===== src/hw/rtl/raia_pkg.sv =====
// ---------------------------------------------------------------------------
// raia_pkg: shared types and constants of the aggregation ID allocator
// Field widths, request and status codes, table entry layouts, FSM states.
// ---------------------------------------------------------------------------
package raia_pkg;

  localparam int AGG_W  = 6;
  localparam int PORT_W = 7;
  localparam int PIPE_W = 1;
  localparam int TRK_W  = 10;
  localparam int CNT_W  = 16;
  localparam int ST_W   = 3;
  localparam int REQ_W  = 2;

  localparam int DEF_IDS_PER_PIPE = 64;
  localparam int DEF_NUM_TRUNKS   = 1024;
  localparam int DEF_NUM_PORTS    = 128;
  localparam int DEF_PIPE_CNT     = 2;

  localparam logic [CNT_W-1:0] CNT_MAX = '1;

  typedef enum logic [REQ_W-1:0] {
    REQ_ADD,
    REQ_DEL,
    REQ_LOOKUP,
    REQ_LAST
  } req_e;

  typedef enum logic [ST_W-1:0] {
    ST_OK   = 3'd0,
    ST_BAD  = 3'd1,
    ST_FULL = 3'd2,
    ST_NOID = 3'd3,
    ST_OVF  = 3'd4
  } status_e;

  typedef enum logic [2:0] {
    S_CLR,
    S_IDLE,
    S_PRD,
    S_TRD,
    S_WALK,
    S_WEND,
    S_OUT
  } state_e;

  typedef struct packed {
    logic             has_id;
    logic [AGG_W-1:0] id;
    logic [CNT_W-1:0] cnt;
  } trunk_ent_t;

  typedef struct packed {
    logic              has_id;
    logic [AGG_W-1:0]  id;
    logic [CNT_W-1:0]  cnt;
    logic              in_trunk;
    logic [TRK_W-1:0]  trunk;
    logic [PIPE_W-1:0] pipe;
  } port_ent_t;

  typedef struct packed {
    logic             found;
    logic [AGG_W-1:0] id;
  } free_t;

endpackage


===== src/hw/rtl/raia_idfind.sv =====
// ---------------------------------------------------------------------------
// raia_idfind: lowest free ID search
// Registered per-byte search of the used-map, then a byte-level pick.
// ---------------------------------------------------------------------------
module raia_idfind
  import raia_pkg::*;
#(
  parameter int IDS_PER_PIPE = DEF_IDS_PER_PIPE
) (
  input  logic                    clk_i,
  input  logic [IDS_PER_PIPE-1:0] used_i,
  output free_t                   free_o
);

  localparam int NG = (IDS_PER_PIPE + 7) / 8;

  logic [NG*8-1:0] pad;
  logic [NG-1:0]   grp_any_d, grp_any_q;
  logic [2:0]      grp_low_d [NG];
  logic [2:0]      grp_low_q [NG];

  for (genvar g = 0; g < NG * 8; g++) begin : g_pad
    if (g < IDS_PER_PIPE) begin : g_id
      assign pad[g] = used_i[g];
    end else begin : g_fill
      assign pad[g] = 1'b1;
    end
  end

  always_comb begin
    for (int g = 0; g < NG; g++) begin
      grp_any_d[g] = ~&pad[g*8 +: 8];
      grp_low_d[g] = '0;
      for (int b = 7; b >= 0; b--) begin
        if (!pad[g*8+b]) grp_low_d[g] = 3'(b);
      end
    end
  end

  always_ff @(posedge clk_i) begin
    grp_any_q <= grp_any_d;
    grp_low_q <= grp_low_d;
  end

  always_comb begin
    free_o = '0;
    for (int g = NG - 1; g >= 0; g--) begin
      if (grp_any_q[g]) begin
        free_o.found = 1'b1;
        free_o.id    = AGG_W'(g * 8 + int'(grp_low_q[g]));
      end
    end
  end

endmodule


===== config.mk =====
export PLATFORM = sky130hd
export DESIGN_NAME = raia_idfind
export DESIGN_NICKNAME = d
export VERILOG_FILES = /design/src/hw/rtl/raia_pkg.sv /design/src/hw/rtl/raia_idfind.sv
export SDC_FILE = /design/constraint.sdc
export NUM_CORES = 1
export LEC_CHECK = 0
export BUFFER_PORTS_ARGS = -buffer_cell sky130_fd_sc_hd__buf_2
export CAP_MARGIN = 20
export CORE_MARGIN = 2
export CORE_UTILIZATION = 35
export DETAILED_ROUTE_END_ITERATION = 7
export PLACE_DENSITY = 0.66
export SYNTH_ARGS = -nofsm -noshare
export SYNTH_HDL_FRONTEND = slang
export SYNTH_SLANG_ARGS = --single-unit

===== constraint.sdc =====
create_clock -name clk_i -period 1 [get_ports clk_i]
set_input_delay 0.05 -clock clk_i [delete_from_list [all_inputs] [get_ports clk_i]]
set_output_delay 0.05 -clock clk_i [all_outputs]
set_load 0.01 [all_outputs]

==> Yosys cells after proc, flatten, opt, wreduce, memory -nomap -nowiden <==
Index checks and enable logic that the tools add are counted.
W data, S select, Z words.
{ "op_classes": {"add_sub_neg": 7, "reduce_logical": 32, "mux": 64} }
{ "ops": {"columns": ["op", "n"], "rows": [
  ["$mux W3", 32],
  ["$reduce_and A8 Y1", 8],
  ["$mux W7", 8],
  ["$mux W2", 16],
  ["$reduce_and A4 Y1", 8],
  ["$add A6 B3 Y6 const A", 4],
  ["$reduce_and A2 Y1", 8],
  ["$add A5 B3 Y6 const A", 2],
  ["$logic_not A1 Y1", 8],
  ["$mux W1", 8],
  ["$add A4 B3 Y5 const A", 1]
]} }
{ "totals": {"in_bits": 65, "out_inout_bits": 7, "register_bits": 32, "word_cells": 128} }

==> Longest topological paths before layout <==
{ "logic_depth": {"ltp_word": 9, "depth_mapped": 4, "depth_no_buf": 4} }

==> Worst setup path before layout <==
No wires, ideal clock.
{ "synth_path": {"path_kind": "flip-flop to output port", "from": "register grp_any_q[7]", "to": "output port free_o[3] (netlist bit)", "t_arrival_ns": 1.064, "stages_incl_launch_ff": 5, "t_required_ns": 0.950, "n_path_buf": 0, "path_slack_ns": -0.114, "path_cell_list": "dfxtp_1 -> nor2b_2 -> nor2_1 -> o21ba_2 -> o31ai_1"} }
{ "synth_rtl": {"columns": ["item", "line", "rtl"], "rows": [
  ["start: declaration", "raia_idfind.sv:18", "logic [NG-1:0] grp_any_d, grp_any_q;"],
  ["start signal: assignment", "raia_idfind.sv:41", "grp_any_q <= grp_any_d;"],
  ["end: declaration", "raia_idfind.sv:12", "output free_t free_o"]
]} }

==> flow_summary.ini <==
[route]
detail_route.wirelength_um = 3330
drt_first_pass_iters = 4
number_of_drc_violations_after_detailed_routing_iteration_0 = 45
drc_errors = 0
drt-vias-per-instance = 4.703
vias = 1632
route.detailed.wl_per_inst_um = 9.597
final_antenna_net_count = 0

[die]
count_of_boundary_i_o_pins = 72
chipWidth_um = 68.45
core_area_mm2 = 0.004000
die-height_um = 68.45
die_area_mm2 = 0.004685
core.rowCount = 23
floorplan.initialDensity_pct = 36.35

[critical_path]
critPathRequiredTime_ns = 0.95
worstSetupEndpointType = output port
cp.arrival_ns = 1.45
criticalPathCategory = register to output port
worstSetupStartpoint = grp_any_q[4]
crit_path_max_fanout = 5
startpoint_type = register

[clocking]
cts-root-buf = sky130_fd_sc_hd__clkbuf_8
htreeDepth = 2
clkSlewWorstSetupHoldPaths_ns = 0.06
clock_path_buffers = 2
numClockSinks = 32
numCtsBuffers = 5
tritoncts = built

[global_routing]
all_layer_global_routing_usage_pct = 15.40
initial_antenna_violation_count = 0
wire_length_of_the_first_global_routing_pass_um = 5347
maximum_number_of_pins_on_one_net_before_global_route_repair = 11
globalRouteOverflowTotal = 0
via_count_of_the_first_global_routing_pass = 1370

[pwr]
power_per_cell_area_mw_per_mm2 = 1325
cellLeakagePower_nw = 1.044
total_power_mw = 2.878
power.ir.vdd_worst_uv = 660.7

[hold_path]
worst_hold_path_type = input pin to register
worst_hold_startpoint = used_i[33]

[cells_and_area]
post_layout_nonfiller_instances = 347
drive_gt1_share_pct = 34.34
area_growth_syn_to_layout_pct = 49.40
n_antenna_cell = 0
nets = 361

[placement]
numPlacedInstances = 330
io_buffers = 71
hpwl_um = 2690
preCtsSetupSlack_ns = -0.2465
place_congestion = 0.8763

[run_status]
violations = negative setup slack
status = finished with violations

[synth]
synth_warnings = 0
ys_top_cells_by_area = sky130_fd_sc_hd__dfxtp_1 (44%), sky130_fd_sc_hd__nand2_1 (14%), sky130_fd_sc_hd__nor2_1 (7.5%), sky130_fd_sc_hd__a31oi_1 (4.7%), sky130_fd_sc_hd__o22ai_1 (4.7%)
syn-num-nets = 266
post-synth-top-area-cell = sky130_fd_sc_hd__dfxtp_1
synthesis.area_per_instance_um2 = 7.233
yosys_register_bits = 32
syn-cell-area_mm2 = 0.001454
synth.yosys.seq_area_share_pct = 44.06
instance_count_of_the_mapped_netlist = 201
post_synth_num_cell_types = 18
top_cell_type_s_share_of_synthesized_area_pct = 44.06

[timing]
report.final.slew_viol_count = 0
transition_time_at_the_pin_with_the_least_slew_margin_ns = 0.2194
post-route-worst-setup-slack_ns = -0.4987
hold_ws_ns = 0.002043
setup_tns_ns = -3.104
rsz0062_at_grt = yes
setup_viol = 7
maxSlewHeadroom_pct = 85.37
final-hold-violation-count = 0
timing.final.crit_share_pct = 149.9
clock.fmax_mhz = 667.2
finalCriticalPeriod_ns = 1.499

[run]
max_cap_violations = 0
==> worst max-delay path, stage by stage (launching register included) <==
cell and delay [ns]:
sky130_fd_sc_hd__dfxtp_2 0.32, sky130_fd_sc_hd__or2_4 0.26, sky130_fd_sc_hd__a221o_1 0.28, sky130_fd_sc_hd__nand3_2 0.09, sky130_fd_sc_hd__a31oi_2 0.07, sky130_fd_sc_hd__buf_2 0.15
==> power by group <==
| part | switching [mW] | internal, mW | total (mW) |
|---|---|---|---|
| clock network | 0.429 | 0.738 | 1.17 |
| logic | 0.174 | 0.192 | 0.366 |
| registers | 0.0182 | 1.33 | 1.35 |
==> area by class of cell <==
type	count	area, um^2
Clock buffer	6	72.57
Clock inverter	2	35.03
Fill cell	380	1828
Inverter	17	63.81
Multi-Input combinational cell	152	789.5
Sequential cell	32	648.1
Tap cell	50	62.56
Timing Repair Buffer	88	500.5
==> through the flow <==
stage	util, %	area, um^2
after global placement	48.64	1946
after global routing	54.30	2172
after detailed placement	48.64	1946
after CTS	53.64	2146
after floorplan	-	1468
final	54.30	2172
==> cell usage after synthesis, drive strengths merged <==
cell type / instances
inv: 17
nor2: 29
nand2: 53
o21ai: 12
nor2b: 5
dfxtp: 32
a21boi: 8
or2: 1
o31ai: 1
a31oi: 11
and2: 1
a22oi: 3
nand3: 4
a221o: 3
nor3: 9
o22ai: 11
o21ba: 1
==> worst paths after layout <==
check | endpoint | slack, ns | depth (start not counted)
max | free_o[0] | -0.50 | 5
min | grp_low_q[9] | 0.002 | 2
==> cell usage in the layout, fill, tap and decap left out, drive strengths merged, types with 3 or more instances in the layout <==
master and count:
a21boi 8, a221o 3, a22oi 3, a31oi 11, buf 81, clkbuf 6, dfxtp 32, dlygate4sd3 7
inv 17, nand2 53, nand3 4, nor2 29, nor2b 5, nor3 9, o21ai 12, o22ai 11
==> kinds of logic after synthesis <==
group	count (synthesis)	share of synthesized area (%)
flip-flops	32	44.06
AND/OR/NAND/NOR	102	29.00
AO/OA/AOI/OAI	50	22.55
buffers and inverters	17	4.389
==> layer usage <==
metal / share of wire, % / GRT usage [%] / vias up
li1: - / - / 878
met1: 42 / 17.29 / 709
met2: 52 / 27.40 / 41
met3: 4.7 / 4.112 / 4
met4: 0.84 / 6.000 / 0
met5: 0 / 0 / -
==> flip-flops by register name, summed over array words and instances (netlist names) <==
signal,cells
grp_low_q,24
grp_any_q,8
==> repair_timing <==
| action | in CTS | in global routing |
|---|---|---|
| gates resized for setup | 5 | 6 |
| hold endpoints to repair | 7 | 0 |
| hold buffers | 7 | 0 |
| setup buffers | 1 | 1 |
| pin swaps | 4 | 4 |
| setup endpoints to repair | 7 | 7 |
(Power assumes the default switching activity.)
